==> src/design/tkrt_pkg.sv <==
// Shared types, constants and helper functions for the top-K ratio tracker.
// Used by tkrt_cfg, tkrt_cell, tkrt_tree and top_k_ratio_tracker; no dependencies.
package tkrt_pkg;

  localparam int unsigned VAL_W   = 32;   // Q16.16 ratio width
  localparam int unsigned NREP_W  = 14;   // replication count width
  localparam int unsigned NUM_Q   = 5;    // quantile taps: 0.05 .. 0.00001
  localparam int unsigned RANK_W  = 10;   // largest rank is 16384 / 20 = 819
  localparam int unsigned K_W     = 10;   // kept count never exceeds 512
  localparam int unsigned PADDR_W = 3;
  localparam int unsigned PDATA_W = 32;
  localparam int unsigned DIV_W   = 15;   // holds replication count + 20
  localparam int unsigned TREE_FAN = 8;

  localparam logic [NREP_W-1:0] NREP_RESET = NREP_W'(999);

  // Register word index decoded from paddr[2]
  localparam logic REG_NUM_REPS = 1'b0;

  // Bias that turns floor division into a round-up by twenty
  localparam logic [DIV_W-1:0] ROUND_UP_BIAS = DIV_W'(19);

  typedef enum logic {
    ACT_ADD   = 1'b0,
    ACT_CLEAR = 1'b1
  } action_t;

  // Reciprocals for exact floor(x / D), x < 2^15, D = 20, 100, 1000, 10000, 100000:
  // M = ceil(2^s / D) with s = 15 + ceil(log2 D).
  localparam logic [16:0] RANK_RECIP [NUM_Q] = '{
    17'd52429, 17'd41944, 17'd33555, 17'd53688, 17'd42950
  };
  localparam int unsigned RANK_SHIFT [NUM_Q] = '{20, 22, 25, 29, 32};

  // Decoded configuration seen by every cell
  typedef struct packed {
    logic [K_W-1:0]                kept;
    logic [NUM_Q-1:0][RANK_W-1:0]  rank;
    logic [NUM_Q-1:0]              rank_ok;
  } ranked_cfg_t;

  // Per-item command to the cell row
  typedef struct packed {
    logic add;
    logic clear;
  } cell_op_t;

  // What one cell offers to the select tree
  typedef struct packed {
    logic                        hit;
    logic [NUM_Q-1:0][VAL_W-1:0] value;
  } tap_t;

  // floor(x / D_j) by reciprocal multiply
  function automatic logic [DIV_W-1:0] div_rank(input logic [DIV_W-1:0] x,
                                                input int unsigned j);
    logic [47:0] prod;
    prod = 48'(x) * 48'(RANK_RECIP[j]);
    return DIV_W'(prod >> RANK_SHIFT[j]);
  endfunction

  // Kept count and quantile ranks for a replication count
  function automatic ranked_cfg_t derive_cfg(input logic [NREP_W-1:0] nrep,
                                             input int unsigned cap);
    ranked_cfg_t c;
    logic [DIV_W-1:0] x;
    logic [DIV_W-1:0] q;
    x = DIV_W'(nrep) + DIV_W'(1);
    q = div_rank(x + ROUND_UP_BIAS, 0);
    if (32'(q) > cap) begin
      q = DIV_W'(cap);
    end
    c.kept = K_W'(q);
    for (int j = 0; j < NUM_Q; j++) begin
      q = div_rank(x, j);
      c.rank[j]    = RANK_W'(q);
      c.rank_ok[j] = (q != '0) && (32'(q) <= 32'(c.kept));
    end
    return c;
  endfunction

  // Register levels of the select tree (at least one)
  function automatic int unsigned tree_levels(input int unsigned n);
    int unsigned c;
    int unsigned l;
    c = n;
    l = 0;
    while (c > 1) begin
      c = (c + TREE_FAN - 1) / TREE_FAN;
      l++;
    end
    if (l == 0) begin
      l = 1;
    end
    return l;
  endfunction

  // Node count at a tree level; level 0 is the leaves
  function automatic int unsigned level_nodes(input int unsigned n, input int unsigned l);
    int unsigned c;
    c = n;
    for (int unsigned i = 0; i < l; i++) begin
      c = (c + TREE_FAN - 1) / TREE_FAN;
    end
    return c;
  endfunction

endpackage

==> src/design/tkrt_cfg.sv <==
// APB-style register block: holds the replication count and decodes it into
// the kept count and quantile ranks. Depends on tkrt_pkg.
module tkrt_cfg import tkrt_pkg::*; #(
  parameter int unsigned CAPACITY = 512
) (
  input  logic               clk,
  input  logic               rst_n,
  input  logic               psel,
  input  logic               penable,
  input  logic               pwrite,
  input  logic [PADDR_W-1:0] paddr,
  input  logic [PDATA_W-1:0] pwdata,
  output logic [PDATA_W-1:0] prdata,
  output logic               pready,
  output ranked_cfg_t        cfg,
  output logic               clear
);

  logic [NREP_W-1:0] nrep_r;
  ranked_cfg_t       cfg_r;
  logic              wr_en;

  // Decode a completed write to the replication count
  assign pready = 1'b1;
  assign wr_en  = psel && penable && pwrite && (paddr[PADDR_W-1:2] == REG_NUM_REPS);

  // Hold the count and its decoded form; both change on the same edge
  always_ff @(posedge clk) begin
    if (!rst_n) begin
      nrep_r <= NREP_RESET;
      cfg_r  <= derive_cfg(NREP_RESET, CAPACITY);
    end else if (wr_en) begin
      nrep_r <= pwdata[NREP_W-1:0];
      cfg_r  <= derive_cfg(pwdata[NREP_W-1:0], CAPACITY);
    end
  end

  // Return the count on reads of its word, zero elsewhere
  always_comb begin
    prdata = '0;
    if (paddr[PADDR_W-1:2] == REG_NUM_REPS) begin
      prdata = PDATA_W'(nrep_r);
    end
  end

  // A new count starts a fresh list
  assign clear = wr_en;
  assign cfg   = cfg_r;

endmodule

==> config.mk <==
export PLATFORM = sky130hd
export DESIGN_NAME = tkrt_cfg
export DESIGN_NICKNAME = d
export VERILOG_FILES = /design/src/design/tkrt_pkg.sv /design/src/design/tkrt_cfg.sv
export SDC_FILE = /design/constraint.sdc
export NUM_CORES = 1
export LEC_CHECK = 0
export BUFFER_PORTS_ARGS = -buffer_cell sky130_fd_sc_hd__buf_2
export CAP_MARGIN = 25
export CORE_AREA = 2 2 170 297
export DETAILED_ROUTE_END_ITERATION = 6
export DIE_AREA = 0 0 172 299
export GPL_ROUTABILITY_DRIVEN = 0
export SYNTH_ARGS = -nofsm -noshare
export SYNTH_HDL_FRONTEND = slang
export SYNTH_SLANG_ARGS = --single-unit
==> constraint.sdc <==
create_clock -name clk -period 10.3 [get_ports clk]
set_clock_uncertainty 0.2 [all_clocks]
set_input_delay 1.03 -clock clk [delete_from_list [all_inputs] [get_ports clk]]
set_output_delay 1.03 -clock clk [all_outputs]
set_load 0.005 [all_outputs]
==> impl_metrics.toml, run 1 <==
[worst_setup_path]
critPathMaxFanout = 7
reg2reg_depth = 2
max_stage_delay_ns = 0.53
end_kind = "register"
startpoint_type = "input port"
worstSetupPathType = "in -> reg"
crit_start = "pwdata[1]"
worstPathRequired_ns = 10.36
timing.rr.start = "cfg[2]$_SDFFE_PN1P_"
crit_top_cell = "buf_4"
cp_slowest_cell = "fa_1"
worstPathArrival_ns = 10.01

[routing]
wl_per_cell_um = 19.58
drt-total-wl_um = 57950
route.detailed.drc = 0
dr.pass1.iters = 4
vias = 15240
viasPerCell = 5.150
drt_iter0_markers = 521
antenna_left = 0

[worst_hold_path]
whs_path_depth = 2
hp-class = "reg -> reg"
hold_path.startpoint = "cfg[3]$_SDFFE_PN0P_"

[job]
drv_cap = 0

[clock_tree]
cts_sinks = 55
clock_latency_ns = 0.31
cts_buffer_depth = 2
cts_max_level = 2
cts_tree = "built"
cts_made_buffers = 5
path_clk_slew_ns = 0.08
clockRootBuffer = "clkbuf_16"

[layout]
area_delta_synth_final_pct = 14.03
fillers = 4831
num_antenna_cells = 0
drive_gt1_share_pct = 15.04
finish.net_count = 3115

[yosys]
yosysSeqAreaShare_pct = 5.652
netlist_instances = 2069
yosys_warnings = 0
syn_area_sq_um = 19480
synthDistinctLibCells = 85
async_reset_ff_share_pct = 0
yosys_register_bits = 55
yosysTopAreaCell = "ha_1"
yosysTopAreaCellShare_pct = 32.31
avgSynthCellArea_sq_um = 9.416
synth_edf_count = 0
ys.flop_type = "dfxtp_1"
yosys-top-cells-area = "ha_1 (32%), fa_1 (28%), inv_1 (9.1%)"

[placed_design]
port_buffers = 75
dp_hpwl_um = 51390

[floorplanning]
core-area_sq_um = 49190
die_w_um = 172
io_pins = 139
initial_utilization_pct = 39.61
die_y_um = 299
fp.dieArea_sq_um = 51430
row_count = 108

[global_routing]
grt_pass1_wl_um = 90090
overflow = 0
grt_antenna_before_repair = 0
grt_pass1_vias = 16740
grt_usage_pct = 23.34
grt_max_degree = 65

[sta]
final_hold_viol_count = 0
final_max_slew_viol_count = 0
fmax_mhz = 100.5
fin_crit_sh_pct = 96.60
fin_tns_setup_ns = 0
final-setup-viol-count = 0
max_slew.worst_pin.slew_ns = 0.9574
relSlewSlack_pct = 35.79
post-route-min-period_ns = 9.949

[status]
status = "finished clean"
-- state kept, by name, indices dropped and copies added, names as in the netlist --
name	count
nrep_r	14
cfg	41
-- synthesized netlist by cell type (8+ instances only) --
cell type	n
a21oi_1	60
inv_1	470
o31ai_1	10
a21boi_0	19
a21o_1	32
o21ai_0	34
nor2b_1	28
buf_2	10
buf_4	44
and3_1	8
a31oi_1	10
fa_1	273
o211ai_1	16
nor2_1	51
nor3_1	11
or2_2	18
nand4_1	13
xnor2_1	50
nand2b_1	9
and4_1	8
a211oi_1	13
nand2_1	111
and2_1	10
clkbuf_1	20
nand3_1	40
dfxtp_1	55
xor2_1	28
ha_1	503
-- metrics by stage --
step                instance area, sq um  util, %  std cells  hold slack, ns  setup slack [ns]
finish                             22210    45.16       2960          0.2600            0.3506
detailed placement                 21740    44.21       2947          0.2480           -0.2373
floorplan                          19670        -       2110          0.2326           0.01054
global placement                   21740    44.21       2947          0.2347           -0.1466
global route                       22210    45.16       2960          0.2901          -0.07463
CTS                                21920    44.57       2955          0.2633           0.06077
-- worst paths after layout --
kind / to / slack, ns
max: cfg[1]$_SDFFE_PN1P_ / 0.35
min: cfg[3]$_SDFFE_PN0P_ / 0.26
max reg2reg: cfg[2]$_SDFFE_PN1P_ / 9.35
min reg2reg: cfg[3]$_SDFFE_PN0P_ / 0.26
-- worst max-delay path: cells and delay by family --
kind / cells / cell delay, ns
AOI/OAI and AO/OA: 12 / 2.03
xor gates and xnor gates: 3 / 0.57
adders and majority gates: 9 / 3.35
buffers and inverters: 11 / 1.66
and+or+nand+nor: 8 / 1.36
-- cells by family after synthesis --
| kind of cell | synth area share, % |
|---|---|
| adder cells (fa/ha/maj) | 60.47 |
| buffers and inverters | 11.53 |
| AND/OR/NAND/NOR | 9.326 |
| AO/OA/AOI/OAI | 9.210 |
| XOR/XNOR | 3.674 |
| flip-flops | 5.652 |
| other | 0.03855 |
| multiplexers | 0.1028 |
-- cell type report --
class	count	area, sq um	share of cell area, %
multi-input combinational	1506	16570	74.60
timing repair buffer	261	1772	7.976
inverter	470	1764	7.942
sequential	55	1101	4.957
tap	660	825.8	3.717
clock buffer	5	125.1	0.5633
clock inverter	3	55.05	0.2478
-- metal layers --
metal	part of all wire (%)	GRT usage (%)
met5	0	0
met2	55	44.50
met3	3.1	2.225
met1	32	21.73
met4	10	19.65
-- placed cells by master, fill, tap and decap left out, drive strengths merged, types with 10 or more instances in the layout --
cell,Yosys,final
xnor2,51,51
and2,11,11
nor2b,28,28
a21o,32,32
o31ai,10,10
xor2,29,29
a31oi,10,10
a21oi,60,60
dfxtp,55,55
conb,2,43
nor2,51,51
or2,19,19
o21ai,35,35
nand2,112,112
nand4,13,13
a211oi,13,13
nand3,42,42
inv,470,470
o211ai,16,16
a21boi,20,20
buf,59,261
ha,503,503
nor3,11,11
fa,273,273
-- timing repair --
item	in CTS	in global routing
setup endpoints to repair	0	4
hold buffers	0	0
gates resized for setup	0	45
setup buffers	0	5
Power of run 1 is left out: the tool's default activity adds up to more than one toggle a clock period on the data nets, which glitch-free logic cannot reach.
==> run 2, diff against run 1 <==
CTS_BUF_LIST = sky130_fd_sc_hd__clkbuf_4 sky130_fd_sc_hd__clkbuf_8   (was default)
SLEW_MARGIN = 20   (was default)
==> run 2 against run 1 <==
Die area unchanged. Global-route usage about the same. Non-clock buffer count shrank 1.
==> impl_metrics.toml, run 2 (synthesis results as in run 1) <==
[clock_tree]
cts_sinks = 55
clockRootBuffer = "clkbuf_8"
cts_max_level = 2
cts_made_buffers = 5
cts_tree = "built"
clock_latency_ns = 0.35
cts_buffer_depth = 2
path_clk_slew_ns = 0.12

[global_routing]
grt_pass1_wl_um = 90070
overflow = 0
grt_pass1_vias = 16750
grt_usage_pct = 23.36
grt_max_degree = 65
grt_antenna_before_repair = 0

[routing]
viasPerCell = 5.142
wl_per_cell_um = 19.53
drt_iter0_markers = 543
vias = 15220
drt-total-wl_um = 57790
antenna_left = 0
route.detailed.drc = 0
dr.pass1.iters = 4

[floorplanning]
fp.dieArea_sq_um = 51430
initial_utilization_pct = 39.61
row_count = 108
core-area_sq_um = 49190
die_w_um = 172
io_pins = 139
die_y_um = 299

[sta]
final-setup-viol-count = 0
fmax_mhz = 100.0
max_slew.worst_pin.slew_ns = 0.9452
fin_tns_setup_ns = 0
relSlewSlack_pct = 36.60
post-route-min-period_ns = 9.996
final_max_slew_viol_count = 0
fin_crit_sh_pct = 97.04
final_hold_viol_count = 0
hold_slack_ns = 0.2653

[worst_setup_path]
worstPathRequired_ns = 10.41
crit_family = "adder cells"
worstSetupPathType = "in -> reg"
critPathMaxFanout = 7
cp_slowest_cell = "fa_1"
max_stage_delay_ns = 0.52
startpoint_type = "input port"
worstPathArrival_ns = 10.10
crit_top_cell = "buf_4"
end_kind = "register"
worstPathBufferInverterCount = 11

[job]
drv_cap = 0

[status]
status = "finished clean"

[placed_design]
dp_hpwl_um = 51390
placed_cells_incl_taps = 2947
port_buffers = 75

[layout]
final_cell_mix = "ha_1 (502), inv_1 (468), fa_1 (270), buf_4 (185), nand2_1 (110)"
final_cells = 2959
area_delta_synth_final_pct = 13.48
mostFrequentLayoutCell = "ha_1"
largest_register_ffs = 41
finish.net_count = 3114
num_antenna_cells = 0
drive_gt1_share_pct = 14.88

[worst_hold_path]
hp-class = "reg -> reg"
-- run 2: cell types whose count changed in the layout (fill, tap and decap cells not counted), sizes merged --
| cell | before | now |
|---|---|---|
| buf | 261 | 260 |
-- run 2: layout make-up --
cell class,instances,area [sq um]
sequential,55,1101
clock buffer,5,68.82
inverter,470,1764
fill,4846,27080
clock inverter,3,55.05
timing repair buffer,260,1764
tap,660,825.8
multi-input combinational,1506,16530
-- run 2: what timing repair did --
action | in CTS | in global routing
setup endpoints to repair | 0 | 4
setup buffers | 0 | 4
resized for setup | 0 | 41
hold buffers | 0 | 0
-- run 2: routing by layer --
| layer | GRT usage [%] | routed length [um] | vias up |
|---|---|---|---|
| met1 | 21.71 | 18450 | 7461 |
| met5 | 0 | 0 | - |
| met3 | 2.344 | 1853 | 200 |
| li1 | - | - | 7147 |
| met4 | 19.77 | 5959 | 0 |
| met2 | 44.43 | 31520 | 408 |
-- run 2: worst paths after layout --
kind | from | end | slack, ns | cells past startpoint
max | pwdata[1] | cfg[1]$_SDFFE_PN1P_ | 0.30 | 43
min reg2reg | cfg[3]$_SDFFE_PN0P_ | cfg[3]$_SDFFE_PN0P_ | 0.27 | 2
max reg2reg | cfg[2]$_SDFFE_PN1P_ | cfg[2]$_SDFFE_PN1P_ | 9.34 | 2
min | cfg[3]$_SDFFE_PN0P_ | cfg[3]$_SDFFE_PN0P_ | 0.27 | 2
-- run 2: tightest hold or removal path, cell delays in order (launching register included) --
cell and delay [ns]:
dfxtp_1 0.33, nand2_1 0.05, a21boi_1 0.05
-- run 2: stage by stage --
stage          setup slack, ns  instance area, sq um  util, %
6_report                0.3044                 22110    44.95
5_1_grt               -0.05284                 22110    44.95
4_1_cts                 0.1007                 21870    44.46
3_5_place_dp           -0.2373                 21740    44.21
3_3_place_gp           -0.1466                 21740    44.21
2_1_floorplan          0.01054                 19670        -
Power of run 2 is left out for the same reason.
