--- src/design/tkrt_pkg.sv ---
// Shared types, constants and helper functions for the top-K ratio tracker.
// Used by tkrt_cfg, tkrt_cell, tkrt_tree and top_k_ratio_tracker; no dependencies.
package tkrt_pkg;

  localparam int unsigned VAL_W   = 32;   // Q16.16 ratio width
  localparam int unsigned NREP_W  = 14;   // replication count width
  localparam int unsigned NUM_Q   = 5;    // quantile taps: 0.05 .. 0.00001
  localparam int unsigned RANK_W  = 10;   // largest rank is 16384 / 20 = 819
  localparam int unsigned K_W     = 10;   // kept count never exceeds 512
  localparam int unsigned PADDR_W = 3;
  localparam int unsigned PDATA_W = 32;
  localparam int unsigned DIV_W   = 15;   // holds replication count + 20
  localparam int unsigned TREE_FAN = 8;

  localparam logic [NREP_W-1:0] NREP_RESET = NREP_W'(999);

  // Register word index decoded from paddr[2]
  localparam logic REG_NUM_REPS = 1'b0;

  // Bias that turns floor division into a round-up by twenty
  localparam logic [DIV_W-1:0] ROUND_UP_BIAS = DIV_W'(19);

  typedef enum logic {
    ACT_ADD   = 1'b0,
    ACT_CLEAR = 1'b1
  } action_t;

  // Reciprocals for exact floor(x / D), x < 2^15, D = 20, 100, 1000, 10000, 100000:
  // M = ceil(2^s / D) with s = 15 + ceil(log2 D).
  localparam logic [16:0] RANK_RECIP [NUM_Q] = '{
    17'd52429, 17'd41944, 17'd33555, 17'd53688, 17'd42950
  };
  localparam int unsigned RANK_SHIFT [NUM_Q] = '{20, 22, 25, 29, 32};

  // Decoded configuration seen by every cell
  typedef struct packed {
    logic [K_W-1:0]                kept;
    logic [NUM_Q-1:0][RANK_W-1:0]  rank;
    logic [NUM_Q-1:0]              rank_ok;
  } ranked_cfg_t;

  // Per-item command to the cell row
  typedef struct packed {
    logic add;
    logic clear;
  } cell_op_t;

  // What one cell offers to the select tree
  typedef struct packed {
    logic                        hit;
    logic [NUM_Q-1:0][VAL_W-1:0] value;
  } tap_t;

  // floor(x / D_j) by reciprocal multiply
  function automatic logic [DIV_W-1:0] div_rank(input logic [DIV_W-1:0] x,
                                                input int unsigned j);
    logic [47:0] prod;
    prod = 48'(x) * 48'(RANK_RECIP[j]);
    return DIV_W'(prod >> RANK_SHIFT[j]);
  endfunction

  // Kept count and quantile ranks for a replication count
  function automatic ranked_cfg_t derive_cfg(input logic [NREP_W-1:0] nrep,
                                             input int unsigned cap);
    ranked_cfg_t c;
    logic [DIV_W-1:0] x;
    logic [DIV_W-1:0] q;
    x = DIV_W'(nrep) + DIV_W'(1);
    q = div_rank(x + ROUND_UP_BIAS, 0);
    if (32'(q) > cap) begin
      q = DIV_W'(cap);
    end
    c.kept = K_W'(q);
    for (int j = 0; j < NUM_Q; j++) begin
      q = div_rank(x, j);
      c.rank[j]    = RANK_W'(q);
      c.rank_ok[j] = (q != '0) && (32'(q) <= 32'(c.kept));
    end
    return c;
  endfunction

  // Register levels of the select tree (at least one)
  function automatic int unsigned tree_levels(input int unsigned n);
    int unsigned c;
    int unsigned l;
    c = n;
    l = 0;
    while (c > 1) begin
      c = (c + TREE_FAN - 1) / TREE_FAN;
      l++;
    end
    if (l == 0) begin
      l = 1;
    end
    return l;
  endfunction

  // Node count at a tree level; level 0 is the leaves
  function automatic int unsigned level_nodes(input int unsigned n, input int unsigned l);
    int unsigned c;
    c = n;
    for (int unsigned i = 0; i < l; i++) begin
      c = (c + TREE_FAN - 1) / TREE_FAN;
    end
    return c;
  endfunction

endpackage

--- src/design/tkrt_cell.sv ---
// One rank of the sorted list: compares its entry with the incoming ratio,
// takes the ratio or its upper neighbor's entry, and offers taps. Depends on tkrt_pkg.
module tkrt_cell import tkrt_pkg::*; #(
  parameter int unsigned IDX = 0
) (
  input  logic             clk,
  input  logic             rst_n,
  input  ranked_cfg_t      cfg,
  input  cell_op_t         op,
  input  logic [VAL_W-1:0] ratio,
  input  logic             prev_lt,
  input  logic [VAL_W-1:0] prev_val,
  output logic             lt,
  output logic [VAL_W-1:0] val,
  output tap_t             tap
);

  logic [VAL_W-1:0] val_r, val_nxt;
  logic             hit_r, hit_nxt;
  logic             kept;

  // Only ranks below the kept count take part
  assign kept = 32'(IDX) < 32'(cfg.kept);
  assign lt   = kept && (val_r < ratio);

  // Shift down behind the insertion point, take the ratio at it
  always_comb begin
    val_nxt = val_r;
    hit_nxt = hit_r;
    if (op.clear) begin
      val_nxt = '0;
      hit_nxt = 1'b0;
    end else if (op.add) begin
      hit_nxt = lt;
      if (kept && prev_lt) begin
        val_nxt = prev_val;
      end else if (lt) begin
        val_nxt = ratio;
      end
    end
  end

  always_ff @(posedge clk) begin
    if (!rst_n) begin
      val_r <= '0;
      hit_r <= 1'b0;
    end else begin
      val_r <= val_nxt;
      hit_r <= hit_nxt;
    end
  end

  // Offer the entry on each quantile tap whose rank lands here
  always_comb begin
    tap.hit = hit_r;
    for (int j = 0; j < NUM_Q; j++) begin
      if (cfg.rank_ok[j] && (32'(cfg.rank[j]) == 32'(IDX) + 32'd1)) begin
        tap.value[j] = val_r;
      end else begin
        tap.value[j] = '0;
      end
    end
  end

  assign val = val_r;

endmodule

--- config.mk ---
export PLATFORM = sky130hd
export DESIGN_NAME = tkrt_cell
export DESIGN_NICKNAME = d
export VERILOG_FILES = /design/src/design/tkrt_pkg.sv /design/src/design/tkrt_cell.sv
export SDC_FILE = /design/constraint.sdc
export NUM_CORES = 1
export LEC_CHECK = 0
export ABC_AREA = 1
export BUFFER_PORTS_ARGS = -buffer_cell sky130_fd_sc_hd__buf_2
export CORE_AREA = 2 2 128 130
export DETAILED_ROUTE_END_ITERATION = 12
export DIE_AREA = 0 0 130 132
export GPL_ROUTABILITY_DRIVEN = 0
export HOLD_SLACK_MARGIN = 0.06
export PLACE_DENSITY_LB_ADDON = 0.08
export SYNTH_ARGS = -nofsm -noshare
export SYNTH_HDL_FRONTEND = slang
export SYNTH_SLANG_ARGS = --single-unit
--- constraint.sdc ---
create_clock -name clk -period 1.95 [get_ports clk]
set_input_delay 0 -clock clk [delete_from_list [all_inputs] [get_ports clk]]
set_output_delay 0 -clock clk [all_outputs]
set_load 0.03 [all_outputs]
==> run summary, run 1 <==
Final antenna-violating net count: 0
Io pins: 328
Largest net degree at the start of global routing: 45
HPWL after DPL: 13100 µm
Final hold vios: 0
Synth area leader: nor2_1
Final worst slack: -0.00170 ns
Global Route Usage Sum: 17.5%
Largest cells by area after synthesis: nor2_1 26%, dfxtp_1 19%, a21oi_1 11%
Switching Share: 36.4%
RSZ-0062 raised after global routing: true
Global-route wire length before repair: 23800 µm
Cts bufs inserted: 5
Core Area: 15700 µm²
Register area share after synthesis: 19.1%
Clk pwr share: 31.7%
Pwr dens: 413 nW/µm²
Drt initial violations: 158
Maximum root-to-sink buffer count: 2
Port bufs: 327
Clock Skew: 0.00637 ns
Routed wire length: 16600 µm
Most frequent cells in the layout: 326 x buf_2, 235 x nor2_1, 72 x inv_1
DP Worst Slack: -0.0477 ns
Static Leak: 3.46 nW
Nets: 1119
Post-synth net total: 791
Die Y: 132 µm
Max-Slew Margin vs Limit: 69.5%
Clk pin slew, worst setup/hold paths: 0.06 ns
Max Slew Vio Count: 0
Vias in the first global route: 4620
DP Cell Count: 1156
Seq pwr share: 30.1%
Non-Filler Instances: 1173
Yosys top cell area share: 25.9%
Fin crit share: 100%
Cell Int Power: 1.58 mW
Sw Pwr: 0.908 mW
Clk sink count: 33
Type of the worst min-delay path: input pin to register
Initial Util: 22.0%
Crit path launch type: register
CTS H-Tree Depth: 2
CP arrival: 2.12 ns
TritonRoute pass-1 iters: 5
Worst hold slack: 0.0704 ns
Via/cell ratio: 4.35
Root buffer cell: clkbuf_16
Endpoint type of the worst setup path: register
Post-route core utilization: 38.4%
Crit Path Max Fanout: 9
Commonest non-fill, non-tap cell in the layout: buf_2
Row count: 46
Required time worst endpoint: 2.12 ns
Syn_area_per_cell: 5.52 µm²
Synth Instances: 626
Die area: 17200 µm²
Final global-route overflow total: 0
Clock latency on the worst-skew pair: 0.28 ns
Peak supply drop: 0.272 mV
Initial antenna violation count: 2
Violated checks: negative setup slack
Share of layout cells above drive strength 1: 46.1%
Status: complete, but fails checks
Yosys Warn Count: 0
# setup viols final: 4
Post-layout power: 2.49 mW
Final min period: 1.95 ns
Combinational share of power: 38.2%
Slew @ Worst Pin: 0.456 ns
Max-cap viol count: 0
FF+latch count, synth: 33
Routed len/inst: 14.1 µm
FMAX: 512 MHz
Cell variety after synth: 24
Die Wd: 130 µm
Post-route DRC: 0
Cell area after synthesis: 3460 µm²
Crit Path Category: register to register
Area grow syn2layout: 74.8%
DR vias: 5100
CTS tree: yes
-- cell families after synthesis --
| group | after synthesis | synth area share (%) |
|---|---|---|
| buffers and inverters | 114 | 13.9 |
| AND/OR/NAND/NOR | 363 | 43.3 |
| AO/OA/AOI/OAI | 85 | 12.4 |
| flip-flops | 33 | 19.1 |
| adder cells (fa/ha/maj) | 31 | 11.2 |
-- area by class of cell --
type                            instances  area [µm²]
Antenna cell                            2        5.00
Clock buffer                            6         129
Clock inverter                          2        10.0
Fill cell                            1833        9670
Inverter                               77         289
Multi-Input combinational cell        479        2620
Sequential cell                        33         669
Tap cell                              216         270
Timing Repair Buffer                  358        2050
-- synth_stat cells --
master and count:
buf_2 7, a21oi_1 79, nor2_2 1, nand4_1 6, o21ai_0 4, buf_6 5, o21ai_1 1, buf_4 2
o21a_1 1, nand3_4 1, ha_1 31, nand2_1 62, nor3_1 3, nand3_2 2, inv_1 74, nor4_1 10
nor2_1 238, nor3_2 2, nand2_2 2, inv_2 3, buf_1 5, clkbuf_1 18, dfxtp_1 33, nand3_1 36
-- registers in the layout, summed over array words and instances (netlist names) --
| signal | flops |
|---|---|
| val | 32 |
| hit_r | 1 |
-- routing by layer --
metal | track usage, % | part of all wire, % | vias to the layer above
li1 | - | - | 2626
met2 | 33.0 | 51 | 175
met1 | 20.8 | 43 | 2290
met3 | 2.52 | 5.1 | 9
met4 | 3.05 | 0.97 | 0
met5 | 0 | 0 | -
-- path summary, 6_finish.rpt --
path | end | from | cells past startpoint | slack (ns)
worst max register to register | val[16]$_SDFFE_PP0P_ | val[23]$_SDFFE_PP0P_ | 12 | -0.002
worst min-delay path | val[15]$_SDFFE_PP0P_ | op[0] | 4 | 0.07
worst min register to register | hit_r$_SDFFE_PP0P_ | hit_r$_SDFFE_PP0P_ | 2 | 0.54
worst max-delay path | val[16]$_SDFFE_PP0P_ | val[23]$_SDFFE_PP0P_ | 12 | -0.002
-- worst max-delay path, stage by stage, from the launching register on --
cell and delay [ns]:
dfxtp_1 0.33, ha_1 0.30, nand2_1 0.08, nor2_2 0.14, nand2_1 0.08, nor3_2 0.23
nand2_4 0.09, nand3_4 0.07, buf_12 0.16, clkbuf_16 0.17, nand3_1 0.06, nand2_1 0.07
nor2_1 0.04
-- timing repair --
item                                   in CTS  in global routing
pin swaps                                   0                 12
endpoints found under the hold margin       2                  0
hold buffers                                2                  0
cloned                                      0                  4
gates resized for setup                     4                 76
setup endpoints to repair                  23                 33
setup buffers                               0                  1
-- power by group through the flow --
stage	clock network, mW	registers (mW)	logic, mW
2_1_floorplan	0	0.838	0.409
3_3_place_gp	0	0.762	0.804
3_5_place_dp	0	0.763	0.801
4_1_cts	0.812	0.748	0.812
5_1_grt	0.848	0.756	1.05
6_report	0.789	0.751	0.952
-- metrics by stage --
step,setup TNS (ns),area (µm²)
floorplan,0,3460
global placement,-0.0210,5410
detailed placement,-0.656,5410
CTS,-0.0101,5580
global route,-3.92,6040
finish,-0.00456,6040
Power figures use the tool's default switching activity.
==> run 2, diff against run 1 <==
--- a/config.mk
+++ b/config.mk
@@ -8,6 +8,7 @@
 export ABC_AREA = 1
 export BUFFER_PORTS_ARGS = -buffer_cell sky130_fd_sc_hd__buf_2
 export CORE_AREA = 2 2 128 130
+export CTS_BUF_LIST = sky130_fd_sc_hd__clkbuf_16
 export DETAILED_ROUTE_END_ITERATION = 12
 export DIE_AREA = 0 0 130 132
 export GPL_ROUTABILITY_DRIVEN = 0
==> run 2 against run 1 <==
Against the previous run:
- the run now ends clean
- first-iteration DRC count increased by 25%
- routed wire length fell by 0.30%
- sequential power about the same
- via count is 0.45% lower
- critical endpoint is now val[28]$_SDFFE_PP0P_
- largest cell class unchanged
==> run summary, run 2 (synthesis results as in run 1) <==
Status: finished clean
Core Area: 15700 µm²
Fin crit share: 99.7%
Type of the worst min-delay path: input pin to register
Pwr dens: 413 nW/µm²
Clk pin slew, worst setup/hold paths: 0.06 ns
Final global-route overflow total: 0
Max reg flops: 32
Max Slew Vio Count: 0
Root buffer cell: clkbuf_16
Largest net degree at the start of global routing: 45
Share of layout cells above drive strength 1: 44.5%
Fillers: 1837
Final antenna-violating net count: 0
TNS Setup: 0 ns
Initial antenna violation count: 2
Crit Path Max Fanout: 10
Crit Path Category: register to register
Die Y: 132 µm
DR vias: 5077
Peak supply drop: 0.264 mV
Row count: 46
# setup viols final: 0
Global-route wire length before repair: 23800 µm
Initial Util: 22.0%
CTS H-Tree Depth: 2
Die area: 17200 µm²
CTS tree: yes
Slew @ Worst Pin: 0.451 ns
Via/cell ratio: 4.33
Max-cap viol count: 0
Die Wd: 130 µm
Drt initial violations: 198
Port bufs: 327
Final hold vios: 0
FF+latch area: 666 µm²
Cell area after layout: 5970 µm²
Io pins: 328
Max-Slew Margin vs Limit: 69.9%
Non-Filler Instances: 1173
Post-route DRC: 0
Maximum root-to-sink buffer count: 2
Clock latency on the worst-skew pair: 0.28 ns
Post-route core utilization: 38.0%
DP Area: 5410 µm²
TritonRoute pass-1 iters: 7
Routed len/inst: 14.1 µm
FMAX: 514 MHz
Final min period: 1.94 ns
RSZ-0062 raised after global routing: true
Crit path launch type: register
Cts bufs inserted: 5
CP arrival: 2.11 ns
Area of the multi-input gates: 2550 µm²
Required time worst endpoint: 2.12 ns
Endpoint type of the worst setup path: register
Clock Skew: 0.00645 ns
Global Route Usage Sum: 17.5%
Most frequent cells in the layout: 326 x buf_2, 236 x nor2_1, 75 x inv_1
Vias in the first global route: 4618
Nets: 1119
DP Cell Count: 1156
Routed wire length: 16500 µm
Clk sink count: 33
Static Leak: 3.44 nW
Commonest non-fill, non-tap cell in the layout: buf_2
HPWL after DPL: 13100 µm
Area grow syn2layout: 72.8%
run 2: per-layer routing:
metal	routed length (µm)	GRT usage, %
met1	7130	20.8
met4	161	3.05
met5	0	0
met2	8400	33.0
met3	808	2.52
run 2: final timing paths:
check	startpoint	to	slack (ns)	cells after the start
worst max-delay path	val[5]$_SDFFE_PP0P_	val[28]$_SDFFE_PP0P_	0.005	13
worst min-delay path	op[0]	val[14]$_SDFFE_PP0P_	0.07	4
worst max register to register	val[5]$_SDFFE_PP0P_	val[28]$_SDFFE_PP0P_	0.005	13
worst min register to register	hit_r$_SDFFE_PP0P_	hit_r$_SDFFE_PP0P_	0.54	2
run 2: area by class of cell:
cell class | instances | share of cell area (%)
well taps | 216 | 4.53
inverters | 77 | 4.84
multi-input cells | 479 | 42.7
diodes | 2 | 0.0838
clock buffers | 5 | 2.10
clock inverters | 3 | 0.230
repair buffers | 358 | 34.3
flip-flops and latches | 33 | 11.1
run 2: per-stage QoR:
step / worst slack, ns / hold slack (ns) / power (mW)
2_1_floorplan: 0.00180 / 0.0935 / 1.25
5_1_grt: -0.157 / 0.0933 / 2.64
6_report: 0.00505 / 0.0722 / 2.47
3_3_place_gp: -0.00632 / 0.287 / 1.57
3_5_place_dp: -0.0477 / 0.288 / 1.56
4_1_cts: -0.00646 / 0.0759 / 2.37
run 2: timing repair:
item                       CTS  global route
hold buffers                 2             0
buffers inserted             0             1
resized for setup            4            58
gates cloned                 0             4
hold endpoints to repair     2             0
pin swaps                    0            12
setup endpoints to repair   23            33
run 2: power breakdown:
group,total (mW),internal [mW],switching (mW)
clock network,0.784,0.465,0.320
logic,0.932,0.390,0.542
registers,0.750,0.717,0.0330
total,2.47,1.57,0.895
run 2: critical path, cell delays in order (launching register included):
cell and delay (ns):
dfxtp_2 0.35, ha_4 0.20, a21oi_2 0.12, nor2_1 0.05
nor3_2 0.21, nand2_1 0.09, nand2_1 0.09, nand2_2 0.05
nand2_2 0.08, nand3_4 0.07, buf_12 0.16, buf_12 0.14
a21oi_1 0.13, nor2_1 0.07
==> run 3, diff against run 2 <==
--- a/config.mk
+++ b/config.mk
@@ -7,10 +7,10 @@
 export LEC_CHECK = 0
 export ABC_AREA = 1
 export BUFFER_PORTS_ARGS = -buffer_cell sky130_fd_sc_hd__buf_2
-export CORE_AREA = 2 2 128 130
+export CORE_AREA = 2 2 127 129
 export CTS_BUF_LIST = sky130_fd_sc_hd__clkbuf_16
 export DETAILED_ROUTE_END_ITERATION = 12
-export DIE_AREA = 0 0 130 132
+export DIE_AREA = 0 0 129 131
 export GPL_ROUTABILITY_DRIVEN = 0
 export HOLD_SLACK_MARGIN = 0.06
 export PLACE_DENSITY_LB_ADDON = 0.08
==> constraint.sdc (replaced) <==
create_clock -name clk -period 1.65 [get_ports clk]
set_input_delay 0 -clock clk [delete_from_list [all_inputs] [get_ports clk]]
set_output_delay 0 -clock clk [all_outputs]
set_load 0.03 [all_outputs]
==> run 3 against run 2 <==
Against the previous run:
- the run now ends with negative setup slack left
- total power increased by 21%
- design area increased by 7.4%
- utilization increased by 3.1 points
- clock skew decreased by 0.0020 ns
- largest power group unchanged
==> run summary, run 3 (synthesis results as in run 1) <==
Crit path cell chain: ha_4, nand2_2, nor2_4, nand4_1, nor3_2, nand2_2, nand3_4, buf_12, clkbuf_16, nand3_1, nand2_1, nor2_1
Fin crit share: 116%
Combinational share of power: 41.0%
Max Slew Vio Count: 0
Sw Pwr: 1.06 mW
Drt initial violations: 189
Max-cap viol count: 0
Clk sink count: 33
Final antenna-violating net count: 0
# setup viols final: 34
CP max stage delay: 0.35 ns
Routed wire length: 16800 µm
Status: complete, but fails checks
Share of layout cells above drive strength 1: 49.9%
Violated checks: negative setup slack
Routed len/inst: 13.9 µm
Final global-route overflow total: 0
Largest net degree at the start of global routing: 47
Cts bufs inserted: 5
Seq pwr share: 29.3%
Maximum root-to-sink buffer count: 2
Slowest cell on crit path: dfxtp_4
Crit path launch type: register
Crit path buf inv count: 2
Clock latency on the worst-skew pair: 0.27 ns
Clk pin slew, worst setup/hold paths: 0.05 ns
Most frequent CP cell: nand2_2
Peak supply drop: 0.313 mV
Die Y: 131 µm
CP arrival: 2.09 ns
Final hold vios: 0
Root buffer cell: clkbuf_16
RSZ-0062 raised after global routing: true
Required time worst endpoint: 1.82 ns
Pwr dens: 466 nW/µm²
Die Wd: 129 µm
Worst path top cell family by delay: simple AND/OR/NAND/NOR gates
Type of the worst min-delay path: input pin to register
Clk pwr share: 29.7%
TritonRoute pass-1 iters: 4
Endpoint type of the worst setup path: register
Row count: 46
Antenna diodes: 0
Crit Path Max Fanout: 10
Slew @ Worst Pin: 0.431 ns
Vias in the first global route: 4703
Cell area after layout: 6410 µm²
CTS tree: yes
Io pins: 328
Via/cell ratio: 4.29
Final worst slack: -0.267 ns
Die area: 16900 µm²
TNS Setup: -7.94 ns
Max-Slew Margin vs Limit: 71.0%
Nets: 1155
Commonest non-fill, non-tap cell in the layout: buf_2
Core Area: 15600 µm²
Post-route DRC: 0
Global-route wire length before repair: 24600 µm
Most frequent cells in the layout: 326 x buf_2, 236 x nor2_1, 76 x inv_1
Static Leak: 3.62 nW
Area grow syn2layout: 85.5%
DP Area: 5910 µm²
Initial Util: 22.2%
Switching Share: 35.4%
Port bufs: 327
FMAX: 522 MHz
Initial antenna violation count: 0
Crit Path Category: register to register
Global Route Usage Sum: 18.3%
Max reg flops: 32
Post-route core utilization: 41.1%
DR vias: 5182
HPWL after DPL: 12800 µm
CTS H-Tree Depth: 2
Clock Skew: 0.00445 ns
Final min period: 1.92 ns
Cell Int Power: 1.93 mW
run 3: metrics by stage:
step | std cells | setup slack, ns | power (mW) | hold slack (ns)
3_5_place_dp | 1187 | -0.243 | 1.98 | 0.300
2_1_floorplan | 626 | -0.0447 | 1.51 | 0.0935
6_report | 1207 | -0.267 | 2.99 | 0.0752
5_1_grt | 1207 | -0.416 | 3.21 | 0.0939
3_3_place_gp | 1187 | -0.226 | 1.98 | 0.298
4_1_cts | 1197 | -0.256 | 2.91 | 0.0715
run 3: path summary, 6_finish.rpt:
kind                            slack [ns]              endpoint  cells after the start                  from
worst max-delay path                 -0.27   val[3]$_SDFFE_PP0P_                     12  val[29]$_SDFFE_PP0P_
worst min-delay path                  0.08  val[20]$_SDFFE_PP0P_                      5                 rst_n
worst min register to register        0.54    hit_r$_SDFFE_PP0P_                      2    hit_r$_SDFFE_PP0P_
worst max register to register       -0.27   val[3]$_SDFFE_PP0P_                     12  val[29]$_SDFFE_PP0P_
run 3: power groups by stage:
stage          clock (mW)  combinational, mW  sequential [mW]
2_1_floorplan           0              0.518            0.992
3_3_place_gp            0               1.09            0.894
3_5_place_dp            0               1.08            0.894
4_1_cts             0.926               1.10            0.878
5_1_grt             0.960               1.36            0.882
6_report            0.887               1.23            0.877
run 3: worst reg2reg max path: cells and delay by family (launching register included):
| family | cells | cell delay (ns) |
|---|---|---|
| simple gates | 9 | 0.86 |
| flops | 1 | 0.35 |
| buf+inv | 2 | 0.33 |
| fa+ha+maj | 1 | 0.27 |
run 3: layout make-up:
cell class | instances | area, µm²
repair buffers | 394 | 2310
flip-flops and latches | 33 | 744
inverters | 77 | 289
multi-input cells | 479 | 2660
clock buffers | 5 | 125
clock inverters | 3 | 11.3
fillers | 1736 | 9190
well taps | 216 | 270
run 3: metal layers:
| layer | part of all wire, % | vias up | track usage, % |
|---|---|---|---|
| met2 | 48 | 194 | 32.3 |
| met3 | 6.8 | 7 | 3.46 |
| met1 | 45 | 2284 | 23.8 |
| met4 | 0.46 | 0 | 2.62 |
| li1 | - | 2697 | - |
| met5 | 0 | - | 0 |
run 3: repair_timing:
item | 4_1_cts | 5_1_grt
pin swaps | 0 | 4
hold buffers | 2 | 0
setup endpoints to repair | 33 | 34
setup buffers | 0 | 5
gates cloned | 0 | 5
gates resized for setup | 7 | 39
endpoints found under the hold margin | 4 | 0
